--- src/design/pfc_pkg.sv ---
`timescale 1ns / 1ps
package pfc_pkg;

  typedef enum logic [2:0] {
    SRC_ARGB8888,
    SRC_RGB888,
    SRC_RGB555,
    SRC_RGB565,
    SRC_ARGB4444,
    SRC_INDEX8,
    SRC_INDEX4,
    SRC_INDEX1
  } src_fmt_t;

  typedef enum logic [2:0] {
    DST_ARGB8888,
    DST_RGB888,
    DST_RGB555,
    DST_RGB565,
    DST_ARGB4444
  } dst_fmt_t;

  typedef enum logic {
    DIR_EXPAND,
    DIR_PACK
  } dir_t;

  typedef enum logic {
    REQ_PIXEL,
    REQ_PAL_WRITE
  } req_t;

  localparam int CFG_IDX_W  = 2;
  localparam int CFG_DATA_W = 3;

  localparam logic [CFG_IDX_W-1:0] REG_DIRECTION     = 2'd0;
  localparam logic [CFG_IDX_W-1:0] REG_SOURCE_FORMAT = 2'd1;
  localparam logic [CFG_IDX_W-1:0] REG_DEST_FORMAT   = 2'd2;

  typedef struct packed {
    dir_t     direction;
    src_fmt_t source_format;
    dst_fmt_t dest_format;
  } cfg_t;

  typedef enum logic [1:0] {
    CMD_WRITE,
    CMD_DIRECT,
    CMD_PALETTE
  } cmd_kind_t;

  typedef enum logic [1:0] {
    PAL_MODE8,
    PAL_MODE4,
    PAL_MODE1
  } pal_mode_t;

  typedef struct packed {
    cmd_kind_t   kind;
    pal_mode_t   mode;
    logic [3:0]  count;
    logic [31:0] data;
  } cmd_t;

  typedef struct packed {
    logic valid;
    cmd_t cmd;
  } q_head_t;

  typedef struct packed {
    logic [31:0] pixel;
    logic        last;
  } result_t;

  localparam int CMD_DEPTH = 4;
  localparam int OUT_DEPTH = 4;

endpackage

--- src/design/pfc_cmd_queue.sv ---
`timescale 1ns / 1ps
module pfc_cmd_queue (
  input  logic             clk,
  input  logic             rst_n,
  input  logic             push,
  input  pfc_pkg::cmd_t    cmd,
  output logic             full,
  input  logic             pop,
  output pfc_pkg::q_head_t head
);

  localparam int PTR_W = $clog2(pfc_pkg::CMD_DEPTH);
  localparam int CNT_W = $clog2(pfc_pkg::CMD_DEPTH + 1);

  pfc_pkg::cmd_t q_mem_r [pfc_pkg::CMD_DEPTH];
  logic [PTR_W-1:0] wr_ptr_r, wr_ptr_nxt;
  logic [PTR_W-1:0] rd_ptr_r, rd_ptr_nxt;
  logic [CNT_W-1:0] cnt_r, cnt_nxt;
  logic             do_pop;

  assign full       = cnt_r == CNT_W'(pfc_pkg::CMD_DEPTH);
  assign head.valid = cnt_r != '0;
  assign head.cmd   = q_mem_r[rd_ptr_r];
  assign do_pop     = pop && head.valid;

  always_comb begin
    wr_ptr_nxt = push ? wr_ptr_r + 1'b1 : wr_ptr_r;
    rd_ptr_nxt = do_pop ? rd_ptr_r + 1'b1 : rd_ptr_r;
    cnt_nxt    = cnt_r + CNT_W'(push) - CNT_W'(do_pop);
  end

  always_ff @(posedge clk) begin
    if (!rst_n) begin
      wr_ptr_r <= '0;
      rd_ptr_r <= '0;
      cnt_r    <= '0;
    end else begin
      wr_ptr_r <= wr_ptr_nxt;
      rd_ptr_r <= rd_ptr_nxt;
      cnt_r    <= cnt_nxt;
    end
  end

  always_ff @(posedge clk) begin
    if (push) begin
      q_mem_r[wr_ptr_r] <= cmd;
    end
  end

endmodule

--- config.mk ---
export PLATFORM = sky130hd
export DESIGN_NAME = pfc_cmd_queue
export DESIGN_NICKNAME = d
export VERILOG_FILES = /design/src/design/pfc_pkg.sv /design/src/design/pfc_cmd_queue.sv
export SDC_FILE = /design/constraint.sdc
export NUM_CORES = 1
export LEC_CHECK = 0
export BUFFER_PORTS_ARGS = -buffer_cell sky130_fd_sc_hd__buf_2
export CORE_MARGIN = 2
export CORE_UTILIZATION = 45
export DETAILED_ROUTE_END_ITERATION = 10
export PLACE_DENSITY = 0.72
export SYNTH_ARGS = -nofsm -noshare
export SYNTH_HDL_FRONTEND = slang
export SYNTH_SLANG_ARGS = --single-unit
export TNS_END_PERCENT = 10
--- constraint.sdc ---
create_clock -name clk -period 4.8 [get_ports clk]
set_clock_uncertainty 0.2 [all_clocks]
set_input_delay 0.24 -clock clk [delete_from_list [all_inputs] [get_ports clk]]
set_output_delay 0.24 -clock clk [all_outputs]
set_load 0.01 [all_outputs]
==> metrics.txt <==
status finished clean; Slowest-stage cell, CP dfxtp_4; met2 WL 5440 µm; post-synthesis register bit count 169; Port Buffer Count 85; met3 routed WL 584 µm; DR pass1 iterations 4; layout cells sized above 1 40.2%; Setup CP Type register to output port; Crit Path Max Fanout 40; Final Max Tran Viols 0; CTS tree built; pre-CTS setup slack 2560 ps; Worst-path clk slew 60 ps; global-route wire length before repair 17000 µm; CP Capture Type output port; Final Core Density 57.4%; Cell Pwr Density 479 mW/mm²; hold path cells 3; placed cell count 514; core area 0.0138 mm²; CTS H-Tree Depth 4; IO Count 86; clk_lat worst skew 420 ps; RSZ-0062 raised after global routing false; crit-path cells mux4_2 -> buf_2; multi-input logic area 0.00118 mm²; Primary FF master, synth edfxtp_1; worst-margin pin slew 1090 ps; cts bufs inserted 17; Mapped Nets 305; CTS root buffer clkbuf_16; slack of the critical path 2250 ps; Comb pwr share 15.4%; final setup vio count 0; WL met1 4600 µm; Routed WL per cell 18.4 µm; NetSw 0.000871 W; Mapped Cells 254; worst min path class primary input to register; Final TNS setup 0 ps; ANT cells 0; critical path arrival 2110 ps; max incr delay on CP 900 ps; Max clock buf depth 2; initial antenna violation count 0; Critical Path RT 4360 ps; crit start category register; Final Hold Fails 0; sw frac 23.0%; vias per inst 4.99; Flop pwr share 48.2%; postcts setup bufs 0; r2r endpoint cnt_r[2]$_SDFF_PN0_; DIE WIDTH 122 µm; Overflow after GRT 0; Detail Route Antenna Nets 0; routability cong. 0.673; average cell area after synthesis 24.8 µm²; clock network power share 36.4%; P_leak 2.74 nW; Post-route DRC 0; Ys Warns 0; Finished Layout Cells 588; vias in the first global route 3195; internal power 0.00292 W; FF-to-FF Start cnt_r[1]$_SDFF_PN0_; final WL 10800 µm; Initial Util 45.7%; Worst VDD drop 0.306 mV; slew margin rel. 27.6%; # rows 43; fmax 0.393 GHz; via count 2935; Final min period 2550 ps; total track usage 15.8%; post-DP HPWL 6250 µm; register area 0.00499 mm²; final net count 446; max cap viols 0; Async SR Flop Fraction 0%; Die Y 122 µm; Highest Signal Layer met4; Yosys cell types 20; Area Growth Syn to Fin 25.6%; clk sinks 169; Final period util 53.1%; worst r2r path cells 7; CP endpoint head[39]; First DRT Iteration DRCs 186; pin count of the biggest net entering global routing 41; EDFF count, synth 160; cell area after synthesis 0.00629 mm²; setup slack, reg-to-reg 2560 ps; post-synthesis sequential area ratio 79.2%; fill count 1058; die area 0.0149 mm²
Yosys cell counts (2+ instances only):
| library cell | number | share of area (%) |
|---|---|---|
| and2_1 | 8 | 0.80 |
| buf_12 | 4 | 1.3 |
| buf_2 | 4 | 0.32 |
| dfxtp_1 | 9 | 2.9 |
| edfxtp_1 | 160 | 76 |
| ha_1 | 6 | 1.2 |
| inv_1 | 6 | 0.36 |
| mux2i_1 | 4 | 0.64 |
| mux4_2 | 40 | 14 |
| nand2_1 | 2 | 0.12 |
| nand2b_1 | 2 | 0.20 |
cells by family (layout without fill, tap and decap cells):
group / after synthesis / count (layout) / share of synthesized area [%]
AO/OA/AOI/OAI: 2 / 2 / 0.278
AND/OR/NAND/NOR: 15 / 15 / 1.41
buffers and inverters: 15 / 169 / 2.13
adder cells (fa/ha/maj): 7 / 7 / 1.51
flip-flops: 169 / 169 / 79.2
XOR/XNOR: 2 / 2 / 0.497
multiplexers: 44 / 44 / 15.0
how the worst min path moves through the flow:
stage | to | start | slack [ps]
after global placement | register | rd_ptr_r[1]$_SDFFE_PN0P_ | 250
after CTS | register | pop | 10
after global routing | rd_ptr_r[0]$_SDFFE_PN0P_ | pop | 50
after floorplan | q_mem_r[0][0]$_DFFE_PP_ | cmd[0] | 140
after detailed placement | q_mem_r[1][15]$_DFFE_PP_ | cmd[15] | 260
final | register | pop | 30
power by group through the flow:
stage | Clock (W) | Sequential [W] | Combinational, W
after floorplan | 0 | 0.00176 | 0.000496
after global placement | 0 | 0.00186 | 0.000547
after detailed placement | 0 | 0.00187 | 0.000563
after CTS | 0.00141 | 0.00184 | 0.000593
after global routing | 0.00147 | 0.00185 | 0.000632
final | 0.00138 | 0.00182 | 0.000583
routing by layer:
| layer | global-route usage (%) | vias to the layer above |
|---|---|---|
| li1 | - | 1348 |
| met1 | 20.0 | 1472 |
| met2 | 25.6 | 98 |
| met3 | 4.83 | 17 |
| met4 | 6.68 | 0 |
| met5 | 0 | - |
timing repair:
item                                   4_1_cts  5_1_grt
endpoints found under the hold margin      169        0
resized for setup                            0        0
hold buffers                                42        0
metrics by stage:
| stage | total power, W | hold WS (ps) | instance area [µm²] |
|---|---|---|---|
| 6_report | 0.00379 | 29.8 | 7900 |
| 5_1_grt | 0.00395 | 51.1 | 7900 |
| 4_1_cts | 0.00384 | 14.8 | 7900 |
| 3_5_place_dp | 0.00243 | 258 | 6870 |
| 3_3_place_gp | 0.00241 | 251 | 6870 |
| 2_1_floorplan | 0.00225 | 139 | 6290 |
cell type report:
class | count | share of cell area [%]
clock inverters | 13 | 2.25
flip-flops and latches | 169 | 63.1
well taps | 180 | 2.85
clock buffers | 19 | 5.48
multi-input cells | 70 | 14.9
repair buffers | 131 | 11.1
inverters | 6 | 0.285
critical path: cells and delay by family, from the launching register on:
family   cells  cell delay [ps]
buf+inv      1              160
flops        1              900
mux          1              620
cells in the final DEF (no fill, tap or decap), types with 2 or more instances in the layout:
| master | count |
|---|---|
| mux4_2 | 40 |
| ha_1 | 6 |
| and2_2 | 4 |
| clkbuf_1 | 2 |
| dfxtp_1 | 7 |
| clkinv_2 | 3 |
| clkbuf_16 | 17 |
| mux2i_1 | 4 |
| bufinv_16 | 4 |
| dlygate4sd3_1 | 42 |
| and2_1 | 4 |
| nand2b_1 | 2 |
| edfxtp_1 | 160 |
| nand2_1 | 2 |
| buf_2 | 85 |
| inv_1 | 6 |
| buf_4 | 4 |
| clkinvlp_4 | 4 |
sequential cells by signal, summed over array words and instances (netlist names), named ones only:
name and count:
q_mem_r 160, cnt_r 3, rd_ptr_r 2, wr_ptr_r 2
Note: power is estimated with default switching activity, not from simulation.
