[src/design/pfc_pkg.sv]
`timescale 1ns / 1ps
package pfc_pkg;

  typedef enum logic [2:0] {
    SRC_ARGB8888,
    SRC_RGB888,
    SRC_RGB555,
    SRC_RGB565,
    SRC_ARGB4444,
    SRC_INDEX8,
    SRC_INDEX4,
    SRC_INDEX1
  } src_fmt_t;

  typedef enum logic [2:0] {
    DST_ARGB8888,
    DST_RGB888,
    DST_RGB555,
    DST_RGB565,
    DST_ARGB4444
  } dst_fmt_t;

  typedef enum logic {
    DIR_EXPAND,
    DIR_PACK
  } dir_t;

  typedef enum logic {
    REQ_PIXEL,
    REQ_PAL_WRITE
  } req_t;

  localparam int CFG_IDX_W  = 2;
  localparam int CFG_DATA_W = 3;

  localparam logic [CFG_IDX_W-1:0] REG_DIRECTION     = 2'd0;
  localparam logic [CFG_IDX_W-1:0] REG_SOURCE_FORMAT = 2'd1;
  localparam logic [CFG_IDX_W-1:0] REG_DEST_FORMAT   = 2'd2;

  typedef struct packed {
    dir_t     direction;
    src_fmt_t source_format;
    dst_fmt_t dest_format;
  } cfg_t;

  typedef enum logic [1:0] {
    CMD_WRITE,
    CMD_DIRECT,
    CMD_PALETTE
  } cmd_kind_t;

  typedef enum logic [1:0] {
    PAL_MODE8,
    PAL_MODE4,
    PAL_MODE1
  } pal_mode_t;

  typedef struct packed {
    cmd_kind_t   kind;
    pal_mode_t   mode;
    logic [3:0]  count;
    logic [31:0] data;
  } cmd_t;

  typedef struct packed {
    logic valid;
    cmd_t cmd;
  } q_head_t;

  typedef struct packed {
    logic [31:0] pixel;
    logic        last;
  } result_t;

  localparam int CMD_DEPTH = 4;
  localparam int OUT_DEPTH = 4;

endpackage

[src/design/pfc_front.sv]
`timescale 1ns / 1ps
module pfc_front (
  input  pfc_pkg::cfg_t cfg,
  input  logic          in_push,
  input  logic          in_req_type,
  input  logic [31:0]   in_pixel_word,
  input  logic [3:0]    in_valid_pixels,
  input  logic [7:0]    in_pal_index,
  input  logic [23:0]   in_pal_color,
  output logic          in_full,
  input  logic          q_full,
  output logic          q_push,
  output pfc_pkg::cmd_t q_cmd
);

  logic [31:0] w;

  assign w = in_pixel_word;

  always_comb begin
    q_cmd.kind  = pfc_pkg::CMD_DIRECT;
    q_cmd.mode  = pfc_pkg::PAL_MODE8;
    q_cmd.count = 4'd1;
    q_cmd.data  = 32'h0;
    if (pfc_pkg::req_t'(in_req_type) == pfc_pkg::REQ_PAL_WRITE) begin
      q_cmd.kind  = pfc_pkg::CMD_WRITE;
      q_cmd.count = 4'd0;
      q_cmd.data  = {in_pal_index, in_pal_color};
    end else if (cfg.direction == pfc_pkg::DIR_PACK) begin
      case (cfg.dest_format)
        pfc_pkg::DST_ARGB8888: q_cmd.data = w;
        pfc_pkg::DST_RGB888:   q_cmd.data = {8'h0, w[23:0]};
        pfc_pkg::DST_RGB555:   q_cmd.data = {17'h0, w[23:19], w[15:11], w[7:3]};
        pfc_pkg::DST_RGB565:   q_cmd.data = {16'h0, w[23:19], w[15:10], w[7:3]};
        pfc_pkg::DST_ARGB4444: q_cmd.data = {16'h0, w[31:28], w[23:20], w[15:12], w[7:4]};
        default:               q_cmd.data = 32'h0;
      endcase
    end else begin
      unique case (cfg.source_format)
        pfc_pkg::SRC_ARGB8888: q_cmd.data = w;
        pfc_pkg::SRC_RGB888:   q_cmd.data = {8'h0, w[23:0]};
        pfc_pkg::SRC_RGB555: begin
          q_cmd.data = {8'h0, w[14:10], 3'b0, w[9:5], 3'b0, w[4:0], 3'b0};
        end
        pfc_pkg::SRC_RGB565: begin
          q_cmd.data = {8'h0, w[15:11], 3'b0, w[10:5], 2'b0, w[4:0], 3'b0};
        end
        pfc_pkg::SRC_ARGB4444: begin
          q_cmd.data = {w[15:12], 4'b0, w[11:8], 4'b0, w[7:4], 4'b0, w[3:0], 4'b0};
        end
        pfc_pkg::SRC_INDEX8: begin
          q_cmd.kind = pfc_pkg::CMD_PALETTE;
          q_cmd.mode = pfc_pkg::PAL_MODE8;
          q_cmd.data = {24'h0, w[7:0]};
        end
        pfc_pkg::SRC_INDEX4: begin
          q_cmd.kind  = pfc_pkg::CMD_PALETTE;
          q_cmd.mode  = pfc_pkg::PAL_MODE4;
          q_cmd.count = (in_valid_pixels > 4'd2) ? 4'd2 : in_valid_pixels;
          q_cmd.data  = {24'h0, w[7:0]};
        end
        pfc_pkg::SRC_INDEX1: begin
          q_cmd.kind  = pfc_pkg::CMD_PALETTE;
          q_cmd.mode  = pfc_pkg::PAL_MODE1;
          q_cmd.count = (in_valid_pixels > 4'd8) ? 4'd8 : in_valid_pixels;
          q_cmd.data  = {24'h0, w[7:0]};
        end
        default: q_cmd.data = w;
      endcase
    end
  end

  // an index byte with no valid pixels is taken and dropped
  assign q_push  = in_push && !q_full &&
                   !(q_cmd.kind == pfc_pkg::CMD_PALETTE && q_cmd.count == 4'd0);
  assign in_full = q_full;

endmodule

[config.mk]
export PLATFORM = sky130hd
export DESIGN_NAME = pfc_front
export DESIGN_NICKNAME = d
export VERILOG_FILES = /design/src/design/pfc_pkg.sv /design/src/design/pfc_front.sv
export SDC_FILE = /design/constraint.sdc
export NUM_CORES = 1
export LEC_CHECK = 0
export BUFFER_PORTS_ARGS = -buffer_cell sky130_fd_sc_hd__buf_2
export CORE_MARGIN = 3
export CORE_UTILIZATION = 43
export DETAILED_ROUTE_END_ITERATION = 16
export PLACE_DENSITY = 0.86
export SYNTH_ARGS = -nofsm -noshare
export SYNTH_HDL_FRONTEND = slang
export SYNTH_SLANG_ARGS = --single-unit
[constraint.sdc]
create_clock -name vclk -period 3.47
set_input_delay 1.041 -clock vclk [all_inputs]
set_output_delay 1.041 -clock vclk [all_outputs]
set_load 0.005 [all_outputs]
==> impl_metrics.tcl <==
set metrics [dict create \
    totalWireLength_um 6721 \
    p_per_area_nw_per_um2 128.2 \
    netlist_area_sq_um 1570 \
    ioPinCount 120 \
    grt_max_degree 27 \
    post-dp-hpwl_um 5356 \
    slew_violations 0 \
    rsz0062_at_grt "false" \
    diodes 0 \
    yosys.cell_types.count 46 \
    die_h_um 66.43 \
    postSynthAreaPerCell_sq_um 6.489 \
    fin_crit_sh_pct 97.61 \
    required_ns 2.43 \
    first_global_vias 2262 \
    finalSetupViolCount 0 \
    die_area_sq_um 4413 \
    track_usage_pct 29.22 \
    slew_headroom_pct 66.58 \
    fin_nets 441 \
    vias 2524 \
    numPortBuffers 120 \
    status "finished clean" \
    start_util_pct 45.97 \
    seqCellArea_sq_um 0 \
    yosys_warnings 0 \
    arrival_ns 2.35 \
    ant_nets 0 \
    crit_path_end_kind "primary output" \
    hold_violations 0 \
    die_x_um 66.43 \
    area_growth_pct 46.53 \
    crit_type "primary input to primary output" \
    post_cts_resized 0 \
    drt_iter0_markers 320 \
    crit_fanout 9 \
    fmax_mhz 295.3 \
    cap_viol_max_count 0 \
    core_area_sq_um 3416 \
    antenna_found_initial 0 \
    cts_hold_buffers 0 \
    fin_tns_setup_ns 0 \
    vias_per_cell 6.201 \
    syn_inst 242 \
    postCtsSetupBuffers 0 \
    period_minus_slack_ns 3.387 \
    peakVddDrop_mv 0.04945 \
    power.total_uw 295.0 \
    nFlopsAndLatches 0 \
    hp-class "primary input to primary output" \
    p_leak_uw 0.001132 \
    gp_congestion 0.9862 \
    drc 0 \
    dr.pass1.iters 6 \
    ys_seq_area_share_pct 0 \
    rows 21 \
    synthesis.nets 320 \
    clkbuf_count 0 \
    worstMarginPinSlew_ns 0.4971 \
    grt_pass1_wl_um 10540 \
    drive_gt1_share_pct 42.94 \
    gr-total-overflow 0 \
    routedWlPerCell_um 16.51 \
    startpoint_type "primary input" \
]
cells in the final DEF, fill, tap and decap left out, types with 3 or more instances in the layout:
master and instances:
mux2i_1 13, mux2_2 4, inv_1 6, buf_2 120, a31oi_1 7, o221ai_1 6, o21ai_0 22, nor3_1 3
a32o_1 4, a221o_1 5, a32oi_1 5, a2bb2oi_1 3, nor2b_1 14, a21oi_1 13, buf_4 22, a22oi_1 15
o22a_1 3, o22ai_1 3, nand2_1 34, a22o_1 10, nor2_1 14, and3b_1 4, nor3b_1 3
report_power, final:
group | internal (uW) | leakage (uW) | total [uW] | switching (uW)
Sequential | 0 | 0 | 0 | 0
Clock | 0 | 0 | 0 | 0
Combinational | 141 | 0.00113 | 295 | 154
final timing paths:
check               from   endpoint  slack (ns)  cells past startpoint
hold / removal    q_full    in_full        2.27                      2
setup / recovery  cfg[2]  q_cmd[20]        0.08                      7
synth_stat cells, drive strengths merged, types with 2 or more instances:
cell type	count	share of area, %
nor2b	15	6.1
a32o	4	2.5
nor3b	4	2.6
a222oi	2	1.3
and3b	4	2.2
o221ai	6	3.3
inv	6	1.4
a221o	5	3.2
nor2	14	3.3
a2bb2oi	3	1.7
nor3	3	0.96
a22o	10	5.6
nand3	2	0.64
mux2i	13	8.3
buf	13	4.5
o22ai	3	1.2
a32oi	5	2.8
mux2	4	2.9
o21ai	23	7.3
o22a	3	1.7
nand2	34	8.1
a22oi	15	7.2
a31oi	7	2.8
a21oi	13	4.1
clkbuf	11	2.6
or3b	2	1.3
nand3b	2	0.96
o211ai	2	0.96
o31ai	2	1.3
routing by layer:
layer | up-vias | share of wire (%) | GRT usage [%]
met5 | - | 0 | 0
met4 | 0 | 2.2 | 7.107
met3 | 28 | 12 | 3.741
met2 | 189 | 46 | 48.20
met1 | 1125 | 40 | 39.70
li1 | 1182 | - | -
area by class of cell:
| type | count | area, sq um |
|---|---|---|
| timing repair buffer | 143 | 777.0 |
| fill | 328 | 1115 |
| multi-input combinational | 211 | 1440 |
| tap | 46 | 57.56 |
| inverter | 7 | 26.28 |
stage by stage:
stage / hold WS [ns] / instances / setup slack (ns) / util, % / area [sq um]
detailed placement: 2.270 / 407 / 0.1032 / 67.03 / 2290
floorplan: 2.115 / 242 / 0.3492 / - / 1570
CTS: 2.270 / 407 / 0.1061 / 67.03 / 2290
finish: 2.268 / 407 / 0.08304 / 67.36 / 2301
global placement: 2.263 / 407 / 0.1327 / 67.03 / 2290
global route: 2.283 / 407 / 0.02777 / 67.36 / 2301
cells by family (layout without fill, tap and decap cells):
family,Yosys count,count (layout),share of synthesized area [%]
AOI/OAI and AO/OA,106,106,49.80
and+or+nand+nor,88,88,30.28
buffers and inverters,31,150,8.764
muxes,17,17,11.15
worst max-delay path: stages:
cell and delay [ns]:
buf_2 0.15, or3b_4 0.43, o31ai_2 0.08, buf_4 0.21, nand2_1 0.08, o221ai_1 0.19
buf_2 0.15
Power figures use the tool's default switching activity.
